--- config.mk ---
export PLATFORM = sky130hd
export DESIGN_NAME = boolean_formula_truth_table
export DESIGN_NICKNAME = d
export VERILOG_FILES = /design/src/sv/bft_pkg.sv /design/src/sv/boolean_formula_truth_table.sv /design/src/sv/bft_ram.sv /design/src/sv/bft_ostack.sv /design/src/sv/bft_vstack.sv
export SDC_FILE = /design/constraint.sdc
export NUM_CORES = 2
export LEC_CHECK = 0
export BUFFER_PORTS_ARGS = -buffer_cell sky130_fd_sc_hd__buf_2
export CORE_MARGIN = 1
export CORE_UTILIZATION = 60
export CTS_BUF_LIST = sky130_fd_sc_hd__clkbuf_16
export DETAILED_ROUTE_END_ITERATION = 10
export GPL_ROUTABILITY_DRIVEN = 0
export PLACE_DENSITY_LB_ADDON = 0.12
export SYNTH_ARGS = -nofsm -noshare
export SYNTH_HDL_FRONTEND = slang
export SYNTH_SLANG_ARGS = --single-unit
export TNS_END_PERCENT = 30
--- constraint.sdc ---
create_clock -name clk -period 8.45 [get_ports clk]
set_input_delay 0 -clock clk [delete_from_list [all_inputs] [get_ports clk]]
set_output_delay 0 -clock clk [all_outputs]
set_load 0.005 [all_outputs]
--- src/sv/bft_pkg.sv ---
// ----------------------------------------------------------------------------
// bft_pkg
// Shared types, codes and word functions of the truth-table formula evaluator.
// ----------------------------------------------------------------------------
package bft_pkg;

  localparam int TT_W            = 64;
  localparam int NV_W            = 3;
  localparam int MAX_VARS        = 6;
  localparam int STACK_DEPTH_DEF = 32;

  // Token kinds; codes five to seven are treated like an open token
  typedef enum logic [2:0] {
    KIND_OPEN  = 3'd0,
    KIND_VAR   = 3'd1,
    KIND_CONST = 3'd2,
    KIND_CLOSE = 3'd3,
    KIND_OPER  = 3'd4
  } kind_t;

  typedef enum logic [2:0] {
    OP_OR    = 3'd0,
    OP_AND   = 3'd1,
    OP_IMPL  = 3'd2,
    OP_EQUIV = 3'd3,
    OP_XOR   = 3'd4,
    OP_NAND  = 3'd5,
    OP_NOR   = 3'd6,
    OP_NOT   = 3'd7
  } op_t;

  // Operator stack command
  typedef struct packed {
    logic push;
    logic pop;
    logic clear;
  } ostk_cmd_t;

  // Value stack command
  typedef struct packed {
    logic push;
    logic unary;
    logic binary;
    logic clear;
  } vstk_cmd_t;

  // Truth-table word of a variable whose bit is taken at position sh of i
  function automatic logic [TT_W-1:0] var_word(input logic [NV_W-1:0] sh);
    logic [TT_W-1:0] w;
    case (sh)
      3'd0:    w = 64'hAAAA_AAAA_AAAA_AAAA;
      3'd1:    w = 64'hCCCC_CCCC_CCCC_CCCC;
      3'd2:    w = 64'hF0F0_F0F0_F0F0_F0F0;
      3'd3:    w = 64'hFF00_FF00_FF00_FF00;
      3'd4:    w = 64'hFFFF_0000_FFFF_0000;
      3'd5:    w = 64'hFFFF_FFFF_0000_0000;
      default: w = '0;
    endcase
    return w;
  endfunction

  // Mask of the 2^n valid table bits
  function automatic logic [TT_W-1:0] table_mask(input logic [NV_W-1:0] n);
    logic [TT_W-1:0] m;
    case (n)
      3'd0:    m = 64'h0000_0000_0000_0001;
      3'd1:    m = 64'h0000_0000_0000_0003;
      3'd2:    m = 64'h0000_0000_0000_000F;
      3'd3:    m = 64'h0000_0000_0000_00FF;
      3'd4:    m = 64'h0000_0000_0000_FFFF;
      3'd5:    m = 64'h0000_0000_FFFF_FFFF;
      default: m = '1;
    endcase
    return m;
  endfunction

  // Apply a two-operand operator; a is the lower stack entry
  function automatic logic [TT_W-1:0] combine(input logic [TT_W-1:0] a,
                                              input logic [TT_W-1:0] b,
                                              input op_t             op);
    logic [TT_W-1:0] r;
    case (op)
      OP_OR:    r = a | b;
      OP_AND:   r = a & b;
      OP_IMPL:  r = ~a | b;
      OP_EQUIV: r = ~(a ^ b);
      OP_XOR:   r = a ^ b;
      OP_NAND:  r = ~(a & b);
      default:  r = ~(a | b);
    endcase
    return r;
  endfunction

endpackage

--- src/sv/boolean_formula_truth_table.sv ---
// ----------------------------------------------------------------------------
// boolean_formula_truth_table
// Evaluates a fully parenthesized Boolean formula over all variable
// assignments at once, one token per transfer, with a sticky error flag.
// ----------------------------------------------------------------------------
//  Channel | Direction | tdata                                      | tuser / tlast
//  in_     | slave     | [2:0] var_index [3] const_value            | tuser: token_kind
//          |           | [6:4] operator_code [7] zero               | tlast: last_token
//  out_    | master    | [63:0] truth_table                         | tuser: error
//  cfg_    | slave     | [2:0] num_vars                             | -
//
//  One token per cycle while in_tready is high; every token finishes in the cycle it is transferred.
//  Deeper stack entries come from a RAM with registered read data, prefetched
//  one below the registered top entries, so a pop never waits on the RAM.
//  The result of a last token is registered and shown on the next cycle.
//  Input stalls only while a result waits and out_tready is low.
//  Reset clears counts and flags at once; the RAMs need no clearing pass.
// ----------------------------------------------------------------------------
module boolean_formula_truth_table
  import bft_pkg::*;
#(
  parameter int STACK_DEPTH = STACK_DEPTH_DEF
) (
  input  logic            clk,
  input  logic            rst_n,
  // Token input
  input  logic            in_tvalid,
  output logic            in_tready,
  input  logic [7:0]      in_tdata,   // [2:0] var_index, [3] const_value,
                                      // [6:4] operator_code, [7] zero
  input  logic [2:0]      in_tuser,   // [2:0] token_kind
  input  logic            in_tlast,   // last_token
  // Result output
  output logic            out_tvalid,
  input  logic            out_tready,
  output logic [TT_W-1:0] out_tdata,  // [63:0] truth_table
  output logic            out_tuser,  // [0] error
  // Configuration
  input  logic            cfg_valid,
  output logic            cfg_ready,
  input  logic [NV_W-1:0] cfg_data    // [2:0] num_vars
);

  localparam int CNT_W = $clog2(STACK_DEPTH + 1);

  logic [NV_W-1:0]  num_vars_r, n_eff, var_index, var_sh;
  logic             err_r, err_nxt, err_now;
  logic             out_valid_r, out_valid_nxt;
  logic [TT_W-1:0]  out_data_r, out_data_nxt;
  logic             out_err_r, out_err_nxt;
  logic             accept, bad_var, err_final;
  kind_t            kind;
  op_t              in_op, op_top;
  ostk_cmd_t        ocmd;
  vstk_cmd_t        vcmd;
  logic [TT_W-1:0]  push_word, top_aft;
  logic [CNT_W-1:0] vcnt, vcnt_aft, ocnt;

  assign in_tready = !out_valid_r || out_tready;
  assign cfg_ready = 1'b1;
  assign accept    = in_tvalid && in_tready;
  assign kind      = kind_t'(in_tuser);
  assign var_index = in_tdata[2:0];
  assign in_op     = op_t'(in_tdata[6:4]);
  assign n_eff     = (num_vars_r > NV_W'(MAX_VARS)) ? NV_W'(MAX_VARS) : num_vars_r;
  assign bad_var   = (var_index == '0) || (var_index > n_eff);
  assign var_sh    = n_eff - var_index;

  // Decode the token into stack commands and errors
  always_comb begin
    ocmd      = '0;
    vcmd      = '0;
    err_now   = 1'b0;
    push_word = '0;
    case (kind)
      KIND_VAR: begin
        push_word = bad_var ? '0 : var_word(var_sh);
        err_now   = bad_var;
        if (vcnt == CNT_W'(STACK_DEPTH)) begin
          err_now = 1'b1;
        end else begin
          vcmd.push = 1'b1;
        end
      end
      KIND_CONST: begin
        push_word = {TT_W{in_tdata[3]}};
        if (vcnt == CNT_W'(STACK_DEPTH)) begin
          err_now = 1'b1;
        end else begin
          vcmd.push = 1'b1;
        end
      end
      KIND_CLOSE: begin
        if (ocnt == '0) begin
          err_now = 1'b1;
        end else begin
          ocmd.pop = 1'b1;
          if (op_top == OP_NOT) begin
            if (vcnt == '0) begin
              err_now = 1'b1;
            end else begin
              vcmd.unary = 1'b1;
            end
          end else if (vcnt < CNT_W'(2)) begin
            err_now = 1'b1;
          end else begin
            vcmd.binary = 1'b1;
          end
        end
      end
      KIND_OPER: begin
        if (ocnt == CNT_W'(STACK_DEPTH)) begin
          err_now = 1'b1;
        end else begin
          ocmd.push = 1'b1;
        end
      end
      default: ;
    endcase
    // Drop everything unless a token is transferred
    if (!accept) begin
      ocmd    = '0;
      vcmd    = '0;
      err_now = 1'b0;
    end
    ocmd.clear = accept && in_tlast;
    vcmd.clear = accept && in_tlast;
  end

  bft_ostack #(.DEPTH(STACK_DEPTH)) u_ostack (
    .clk       (clk),
    .rst_n     (rst_n),
    .cmd       (ocmd),
    .push_code (in_op),
    .top_code  (op_top),
    .count     (ocnt)
  );

  bft_vstack #(.DEPTH(STACK_DEPTH)) u_vstack (
    .clk       (clk),
    .rst_n     (rst_n),
    .cmd       (vcmd),
    .push_word (push_word),
    .op        (op_top),
    .count     (vcnt),
    .top_aft   (top_aft),
    .count_aft (vcnt_aft)
  );

  // Build the result on the last token; clear the sticky error after it
  always_comb begin
    err_final     = err_r || err_now || (vcnt_aft == '0);
    out_valid_nxt = out_valid_r && !out_tready;
    out_data_nxt  = out_data_r;
    out_err_nxt   = out_err_r;
    err_nxt       = err_r || err_now;
    if (accept && in_tlast) begin
      out_valid_nxt = 1'b1;
      out_data_nxt  = (vcnt_aft == '0) ? '0 : (top_aft & table_mask(n_eff));
      out_err_nxt   = err_final;
      err_nxt       = 1'b0;
    end
  end

  // Advance control and result registers
  always_ff @(posedge clk) begin
    if (!rst_n) begin
      num_vars_r  <= '0;
      err_r       <= 1'b0;
      out_valid_r <= 1'b0;
    end else begin
      if (cfg_valid) begin
        num_vars_r <= cfg_data;
      end
      err_r       <= err_nxt;
      out_valid_r <= out_valid_nxt;
    end
    out_data_r <= out_data_nxt;
    out_err_r  <= out_err_nxt;
  end

  assign out_tvalid = out_valid_r;
  assign out_tdata  = out_data_r;
  assign out_tuser  = out_err_r;

endmodule

--- src/sv/bft_ram.sv ---
// ----------------------------------------------------------------------------
// bft_ram
// Generic single-write, single-read RAM with registered read data.
// ----------------------------------------------------------------------------
module bft_ram #(
  parameter  int W     = 8,
  parameter  int DEPTH = 32,
  localparam int AW    = (DEPTH > 1) ? $clog2(DEPTH) : 1
) (
  input  logic          clk,
  input  logic          wr_en,
  input  logic [AW-1:0] wr_addr,
  input  logic [W-1:0]  wr_data,
  input  logic [AW-1:0] rd_addr,
  output logic [W-1:0]  rd_data
);

  logic [W-1:0] mem [DEPTH];

  // Write port and registered read port
  always_ff @(posedge clk) begin
    if (wr_en) begin
      mem[wr_addr] <= wr_data;
    end
    rd_data <= mem[rd_addr];
  end

endmodule

--- src/sv/bft_ostack.sv ---
// ----------------------------------------------------------------------------
// bft_ostack
// Operator stack: top code in a register, deeper entries in a RAM that is
// prefetched at the entry just below the top, with write forwarding.
// ----------------------------------------------------------------------------
module bft_ostack
  import bft_pkg::*;
#(
  parameter  int DEPTH = STACK_DEPTH_DEF,
  localparam int CNT_W = $clog2(DEPTH + 1),
  localparam int AW    = $clog2(DEPTH)
) (
  input  logic             clk,
  input  logic             rst_n,
  input  ostk_cmd_t        cmd,
  input  op_t              push_code,
  output op_t              top_code,
  output logic [CNT_W-1:0] count
);

  logic [CNT_W-1:0] cnt_r, cnt_nxt, cnt_aft, rd_tmp;
  op_t              top_r, top_nxt;
  logic             fwd_hit_r, fwd_hit_nxt;
  op_t              fwd_data_r;
  logic             wr_en;
  logic [AW-1:0]    wr_addr, rd_addr;
  logic [2:0]       rd_data;
  op_t              below;

  assign below = fwd_hit_r ? fwd_data_r : op_t'(rd_data);

  // Push spills the old top; pop takes the prefetched entry below
  always_comb begin
    cnt_aft = cnt_r;
    top_nxt = top_r;
    wr_en   = 1'b0;
    wr_addr = AW'(cnt_r - CNT_W'(1));
    if (cmd.push) begin
      top_nxt = push_code;
      cnt_aft = cnt_r + CNT_W'(1);
      wr_en   = (cnt_r != '0);
    end else if (cmd.pop) begin
      top_nxt = below;
      cnt_aft = cnt_r - CNT_W'(1);
    end
    cnt_nxt     = cmd.clear ? '0 : cnt_aft;
    rd_tmp      = cnt_nxt - CNT_W'(2);
    rd_addr     = rd_tmp[AW-1:0];
    fwd_hit_nxt = wr_en && (wr_addr == rd_addr);
  end

  bft_ram #(.W(3), .DEPTH(DEPTH)) u_ram (
    .clk     (clk),
    .wr_en   (wr_en),
    .wr_addr (wr_addr),
    .wr_data (top_r),
    .rd_addr (rd_addr),
    .rd_data (rd_data)
  );

  // Hold count and forwarding flag; top and forwarded data need no reset
  always_ff @(posedge clk) begin
    if (!rst_n) begin
      cnt_r     <= '0;
      fwd_hit_r <= 1'b0;
    end else begin
      cnt_r     <= cnt_nxt;
      fwd_hit_r <= fwd_hit_nxt;
    end
    top_r      <= top_nxt;
    fwd_data_r <= top_r;
  end

  assign top_code = top_r;
  assign count    = cnt_r;

endmodule

--- src/sv/bft_vstack.sv ---
// ----------------------------------------------------------------------------
// bft_vstack
// Value stack of truth-table words: top two entries in registers, deeper
// entries in a RAM prefetched at the third entry, with write forwarding.
// ----------------------------------------------------------------------------
module bft_vstack
  import bft_pkg::*;
#(
  parameter  int DEPTH = STACK_DEPTH_DEF,
  localparam int CNT_W = $clog2(DEPTH + 1),
  localparam int AW    = $clog2(DEPTH)
) (
  input  logic             clk,
  input  logic             rst_n,
  input  vstk_cmd_t        cmd,
  input  logic [TT_W-1:0]  push_word,
  input  op_t              op,
  output logic [CNT_W-1:0] count,
  output logic [TT_W-1:0]  top_aft,
  output logic [CNT_W-1:0] count_aft
);

  logic [CNT_W-1:0] cnt_r, cnt_nxt, cnt_aft, rd_tmp;
  logic [TT_W-1:0]  top_r, sec_r, sec_nxt, top_nxt;
  logic             fwd_hit_r, fwd_hit_nxt;
  logic [TT_W-1:0]  fwd_data_r;
  logic             wr_en;
  logic [AW-1:0]    wr_addr, rd_addr;
  logic [TT_W-1:0]  rd_data, below;

  assign below = fwd_hit_r ? fwd_data_r : rd_data;

  // Update the top two words; spill the second on push, refill it on combine
  always_comb begin
    cnt_aft = cnt_r;
    top_nxt = top_r;
    sec_nxt = sec_r;
    wr_en   = 1'b0;
    wr_addr = AW'(cnt_r - CNT_W'(2));
    if (cmd.push) begin
      top_nxt = push_word;
      sec_nxt = top_r;
      cnt_aft = cnt_r + CNT_W'(1);
      wr_en   = (cnt_r >= CNT_W'(2));
    end else if (cmd.unary) begin
      top_nxt = ~top_r;
    end else if (cmd.binary) begin
      top_nxt = combine(sec_r, top_r, op);
      sec_nxt = below;
      cnt_aft = cnt_r - CNT_W'(1);
    end
    cnt_nxt     = cmd.clear ? '0 : cnt_aft;
    rd_tmp      = cnt_nxt - CNT_W'(3);
    rd_addr     = rd_tmp[AW-1:0];
    fwd_hit_nxt = wr_en && (wr_addr == rd_addr);
  end

  bft_ram #(.W(TT_W), .DEPTH(DEPTH)) u_ram (
    .clk     (clk),
    .wr_en   (wr_en),
    .wr_addr (wr_addr),
    .wr_data (sec_r),
    .rd_addr (rd_addr),
    .rd_data (rd_data)
  );

  // Hold count and forwarding flag; words need no reset
  always_ff @(posedge clk) begin
    if (!rst_n) begin
      cnt_r     <= '0;
      fwd_hit_r <= 1'b0;
    end else begin
      cnt_r     <= cnt_nxt;
      fwd_hit_r <= fwd_hit_nxt;
    end
    top_r      <= top_nxt;
    sec_r      <= sec_nxt;
    fwd_data_r <= sec_r;
  end

  assign count     = cnt_r;
  assign top_aft   = top_nxt;
  assign count_aft = cnt_aft;

endmodule

; Word-level counts from Yosys, hierarchy flattened
; Memory sizes are Yosys's and may differ from the RTL's. A register that Yosys moved wholly into a read port is not among the register bits.
; Index checks and enable logic that the tools add are counted.
[totals]
ff_bits = 282
mem_bits_rw = 2144
input_bits = 20
out_inout_bits = 68
elab_cells = 142
memories = 2
[op_classes]
addsub = 8
magnitude_cmp = 4
n_eq_ne = 25
n_mux = 54
n_bitwise = 11
n_reduce_logical = 24
[memory_table]
columns = memory, depth, width, rd, rd_clocked_by_memory_dff, wr, line
row1 = u_vstack.u_ram.mem, 32, 64, 1, 1, 1, bft_ram.sv:18  ; logic [W-1:0] mem [DEPTH];
row2 = u_ostack.u_ram.mem, 32, 3, 1, 1, 1, bft_ram.sv:18
[ops]
columns = cell, n
row1 = $pmux 64 s6, 3
row2 = $mux 64, 9
row3 = $not 64->64, 5
row4 = $and 64x64->64, 2
row5 = $or 64x64->64, 2
row6 = $pmux 64 s2, 1
row7 = $xor 64x64->64, 1
row8 = $mux 6, 7
row9 = $mux 1, 25
row10 = $eq 3x2->1 const B, 8
row11 = $eq 3x3->1 const B, 8
row12 = $logic_not 6->1, 3
row13 = $mux 3, 5
row14 = $sub 5x2->5 const B, 3
row15 = $add 6x1->6 const B, 2
row16 = $eq 3x1->1 const B, 4
row17 = $eq 6x6->1 const B, 2
row18 = $logic_not 3->1, 4
row19 = $sub 6x1->6 const B, 2
row20 = $eq 5x5->1, 2
row21 = $ge 6x2->1 const B, 1
row22 = $lt 6x2->1 const B, 1
row23 = $reduce_bool 6->1, 1
row24 = $logic_and 1x1->1, 5
row25 = other kinds (13), 20

; Logic depth before layout (Yosys ltp)
[depth]
word_depth = 13
depth_mapped = 22
depth_no_buf = 15

; Hierarchy
; From an unflattened synthesis, not the netlist that was laid out.
[hier_totals]
cells_unflattened = 5543
hier_area_um2 = 102742.3
[by_module_without_submodules]
columns = mod, instances, cells_per_inst, area_per_inst_um2, seq_area_each_um2
row1 = bft_ram (u_vstack.u_ram), 1, 3097, 78964.5, 62780.2
row2 = bft_vstack, 1, 1811, 15284.7, 4624.4
row3 = bft_ram (u_ostack.u_ram), 1, 185, 3916.3, 2942.8
row4 = boolean_formula_truth_table, 1, 361, 3773.6, 2052.0
row5 = bft_ostack, 1, 89, 803.3, 290.3

; Worst setup path before layout
; No wires, ideal clock.
[synth_path]
path_type = register to register
from = register u_vstack.cnt_r[1] (netlist: u_vstack.count[1])
to = memory u_vstack.u_ram.mem[25][0] in the netlist's numbering, enable pin
setup_ns = 0.487
arrival_ns = 5.360
t_required_ns = 7.963
setup_slack_ns = 2.603
path_stages_with_launch = 11
n_path_buf = 4
synth_period_minus_slack_ns = 5.847
cell_sequence = dfxtp_1 clkbuf_1 inv_1 ha_1 and3_1 nor2_1 clkbuf_1 clkbuf_1 clkbuf_1 o211ai_1 nor2_1
[synth_between]
elab_chain_len = 7
elab_cells_between_ends = 9
cone_classes = add/sub: 1 / order compare: 1 / eq/ne: 1 / mux: 6
[synth_lines]
columns = element, line
row1 = start: declaration, bft_vstack.sv:23  ; logic [CNT_W-1:0] cnt_r, cnt_nxt, cnt_aft, rd_tmp;
row2 = start signal: assignment, bft_vstack.sv:73  ; cnt_r <= cnt_nxt;
row3 = $eq 6x6->1, "boolean_formula_truth_table.sv:79, boolean_formula_truth_table.sv:87"
row4 = $mux 1, "boolean_formula_truth_table.sv:79, boolean_formula_truth_table.sv:87"
row5 = $mux 1, -
row6 = $mux 4, boolean_formula_truth_table.sv:121  ; if (!accept) begin
row7 = $mux 1, bft_vstack.sv:40  ; if (cmd.push) begin
row8 = $mux 1, bft_ram.sv:22  ; if (wr_en) begin
row9 = $mux 1 (implied by the code), bft_ram.sv:23  ; mem[wr_addr] <= wr_data;
row10 = end: declaration, bft_ram.sv:18
; Parallel ways exist; a longest one is shown, timed or not.

; Worst setup path after layout
[layout_path]
from = register u_ostack.cnt_r[0] (netlist: u_ostack.count[0])
to = register u_vstack.u_ram.rd_data[53], read port of u_vstack.u_ram.mem
[layout_between]
elab_chain_len = 9
[layout_lines]
columns = element, line
row1 = start: declaration, bft_ostack.sv:21  ; logic [CNT_W-1:0] cnt_r, cnt_nxt, cnt_aft, rd_tmp;
row2 = start signal: assignment, bft_ostack.sv:67  ; cnt_r <= cnt_nxt;
row3 = $logic_not 6->1 (*), boolean_formula_truth_table.sv:94  ; if (ocnt == '0) begin
row4 = $mux 2 (*), boolean_formula_truth_table.sv:94
row5 = $mux 2 (*), boolean_formula_truth_table.sv:75  ; case (kind)
row6 = $mux 4 (*), boolean_formula_truth_table.sv:121
row7 = $mux 6, bft_vstack.sv:47  ; end else if (cmd.binary) begin
row8 = $mux 6 (*), bft_vstack.sv:45  ; end else if (cmd.unary) begin
row9 = $mux 6 (*), bft_vstack.sv:40
row10 = $mux 6 (*), bft_vstack.sv:52  ; cnt_nxt = cmd.clear ? '0 : cnt_aft;
row11 = $sub 5x2->5 (*), bft_vstack.sv:53  ; rd_tmp = cnt_nxt - CNT_W'(3);
row12 = end: declaration, bft_ram.sv:15  ; output logic [W-1:0] rd_data
; Every way passes the cells marked *; elsewhere a longest branch is shown, timed or not.
; A chain may end at the register's enable or synchronous reset.

==> summary.txt <==
Synth
  – Syn. warnings: 0
  – Area contributors post-synth: edfxtp_1, mux4_2, dfxtp_1
  – Asr flop ratio synth: 0%
  – Largest area contributor in the netlist: edfxtp_1
  – Seq/Total Area, Yosys: between 70% and 80%
  – Syn avg cell area: 17.83 sq um
  – Yosys top cell area share: approximately two thirds
  – Seq cells post-synth: 2493
  – Number of synthesized flops with an enable pin: 2276
  – Synth unique cells: 86
  – Synth Flop Type: edfxtp_1
  – Synthesized area: slightly above 0.1 sq mm
  – Syn_nets: between 6k and 7k
  – Synth Instances: 5773

Timing
  – Final setup fails: 0
  – Max-slew violations: 0
  – WHS: roughly 0.067 ns
  – Final Skew: ~0.047 ns
  – RSZ-0062 raised after global routing: false
  – Fmax: roughly 160 MHz
  – Fin Setup TNS: 0 ns
  – Fin. Hold Viols: 0
  – Tcrit/Tclk final: ~75%
  – Slew headroom: slightly below 10%
  – Final min period: 6.301 ns
  – Slew @ Worst Pin: between 1 and 1.5 ns

GRT
  – Gr usage total: 31.05%
  – Initial antenna violation count: 6
  – Largest net degree at the start of global routing: between 150 and 200
  – Global-route wire length before repair: between 300000 and 400000 um
  – Grt ovf: 0
  – Vias in the first global route: ~56k

Floorplan
  – I/O pins: slightly below 90
  – Die Area: around 0.17 sq mm
  – Rows: 151
  – Die width: between 400 and 500 um
  – Die Ht: about 420 um
  – Initial core utilization: roughly three fifths
  – Core box area: about 0.17 sq mm

Worst setup path
  – CP startpoint kind: register
  – Crit-path leading delay family: simple AND/OR/NAND/NOR gates
  – Crit Path Max Fanout: 65
  – Crit path cell chain: inv_1 -> ha_1 -> or4b_1 -> o2111a_1 -> nand2_4 -> buf_4 -> nand2_4 -> buf_4 -> o221a_2 -> mux2i_4 -> nand2b_4 -> buf_4 -> a211oi_1 -> nor4_2
  – CP required: 9.22 ns
  – Worst Setup End Kind: register
  – Most used cell along the critical path: buf_4
  – Worst stage delay on the critical path: between 0.8 and 0.9 ns
  – CP bufs+invs: 4
  – Crit. path cell count: 14
  – WS Path Type: reg2reg
  – Reg2reg path depth: 14
  – Crit path arrival time: ~7 ns
  – Critical Path Slowest Stage Cell: nand2b_4

Power and ir drop
  – Reg power frac: roughly 54%
  – Leakage: 37.31 nW
  – P_sw: between 0.005 and 0.006 W
  – Switch share: between 20% and 30%
  – Peak supply drop: 229.8 uV
  – Pwr dens: approximately 220 mW/mm^2
  – Comb pwr share: roughly 5.7%
  – Pint: between 0.02 and 0.025 W
  – Clock Power Share: 40.7%

Route
  – Pre-antenna DRT Iters: 6
  – Met3 WL: 23680 um
  – M1 WL: approximately 110000 um
  – Vias per Instance: 6.773
  – Routed WL: about 270000 um
  – DR WL/cell: around 32 um
  – Top layer in use: met4
  – DR WL met2: about 130000 um
  – Post-route ant nets: 0
  – DRC viols: 0
  – Via count: approximately 56k
  – First-iteration detailed-routing DRC count: about 7.4k

Finish
  – Multi-input logic area: between 0.02 and 0.03 sq mm
  – Layout net count: 6138
  – Commonest non-fill, non-tap cells in the layout: edfxtp_1, mux4_2, o21a_1
  – FF+latch area: a little over 0.07 sq mm
  – Fraction of layout cells with a size suffix above 1: between 20 and 25%
  – Most common cell after layout, fill and taps aside: edfxtp_1
  – Post-Layout Cell Count: around 8.3k
  – Area grow syn2layout: 11.03%
  – Fillers: 10.98k

Place
  – # port buffers: between 80 and 90
  – Placed Instances: between 7k and 8k
  – Post-DP HPWL: between 100000 and 150000 um

Clock tree
  – Cts bufs inserted: 238
  – Worst skew pair latency: about 0.9 ns
  – CTS tree: built
  – Clock sink count: approximately 2.5k
  – H-tree Lvls: 4
  – Clk pin slew, worst setup/hold paths: 0.06 ns
  – Longest Clk Path Bufs: 3
  – CTS root buffer: clkbuf_16

Worst hold path
  – Hold path depth: 8
  – Hold WC Path Type: in2reg

Outcome
  – Run status: complete, no violations

Flow run
  – MaxCap Viol Count: 0
==> path summary, 6_finish.rpt <==
kind,slack (ns),startpoint,endpoint
worst min-delay path,0.07,in_tdata[2],u_vstack.top_r[51]$_DFF_P_
worst max register to register,2.15,u_ostack.count[0]$_SDFF_PN0_,u_vstack.u_ram.rd_data[53]$_DFF_P_
worst min register to register,0.59,u_vstack.fwd_data_r[53]$_DFF_P_,u_vstack.sec_r[53]$_DFFE_PP_
worst max-delay path,2.15,u_ostack.count[0]$_SDFF_PN0_,u_vstack.u_ram.rd_data[53]$_DFF_P_
==> worst min-delay path: cells and delay by family <==
kind | cells | cell delay, ns
AO/OA/AOI/OAI | 3 | 0.32
adder cells (fa/ha/maj) | 1 | 0.18
buffers and inverters | 4 | 0.39
==> layer usage <==
| layer | global-route usage (%) | vias to the layer above |
|---|---|---|
| li1 | - | 23560 |
| met5 | 0 | - |
| met4 | 14.25 | 0 |
| met3 | 4.996 | 569 |
| met2 | 48.13 | 2905 |
| met1 | 43.87 | 29440 |
==> synth_stat cells, types with 6 or more instances <==
library cell / n
nand3_1: 17
nand2_1: 205
buf_1: 16
nor4_1: 13
a22oi_1: 28
xnor2_1: 30
o21ai_0: 218
xor2_1: 23
buf_2: 120
buf_6: 13
a221oi_1: 27
clkbuf_1: 208
nand2b_1: 19
edfxtp_1: 2276
o211ai_1: 9
nor2_1: 221
o221ai_1: 38
mux4_2: 524
a221o_1: 6
a211oi_1: 205
nor2b_1: 57
o22ai_1: 73
mux2_2: 8
nor4_2: 54
buf_4: 24
ha_1: 213
nor3_1: 16
and3_1: 20
o21a_1: 255
a211oi_2: 60
a21oi_1: 170
a31oi_1: 8
inv_1: 151
dfxtp_1: 217
mux2i_1: 145
==> metrics by stage <==
| step | total power (W) | area [sq um] | utilization (%) | setup slack, ns |
|---|---|---|---|---|
| 2_1_floorplan | 0.01500 | 103000 | - | 2.603 |
| 3_3_place_gp | 0.01541 | 106200 | 62.50 | 2.345 |
| 3_5_place_dp | 0.01545 | 106200 | 62.50 | 2.237 |
| 4_1_cts | 0.02577 | 114300 | 67.30 | 2.192 |
| 5_1_grt | 0.02635 | 114300 | 67.30 | 1.943 |
| 6_report | 0.02566 | 114300 | 67.30 | 2.149 |
==> repair_timing <==
item,in CTS,in global routing
setup buffers,0,0
hold endpoints to repair,37,0
gates resized for setup,0,0
hold buffers,40,0
==> power groups by stage <==
stage	clock network [W]	registers, W	logic [W]
after CTS	0.0106	0.0137	0.00146
after global routing	0.0110	0.0138	0.00158
after detailed placement	0	0.0140	0.00144
after floorplan	0	0.0139	0.00110
final	0.0104	0.0138	0.00146
after global placement	0	0.0140	0.00141
==> state kept, by name, summed over array words and instances (netlist names), 6 cells and up <==
signal / cells
u_vstack.fwd_data_r: 64
u_vstack.u_ram.mem: 2048
u_vstack.top_r: 64
out_tdata: 64
u_vstack.sec_r: 64
u_vstack.count: 6
u_ostack.count: 6
u_vstack.u_ram.rd_data: 64
u_ostack.u_ram.mem: 96
==> cell type report <==
type,instances,area share (%)
antenna,2,0.004378
clock buffer,238,5.210
clock inverter,217,1.562
inverter,152,0.4991
multi-input combinational,2747,24.75
sequential,2493,63.59
tap,2218,2.428
timing repair buffer,272,1.951
==> kinds of logic (layout without fill, tap and decap cells) <==
logic type,after synthesis,in the layout,synth area share (%)
AOI/OAI and AO/OA,1148,1148,7.802
other,1,3,0.003642
DFF,2493,2493,70.60
buffers and inverters,533,879,2.271
adders and majority gates,214,214,2.608
and+or+nand+nor,653,653,3.278
muxes,678,678,12.98
xor gates and xnor gates,53,53,0.4509
(Power assumes the default switching activity.)
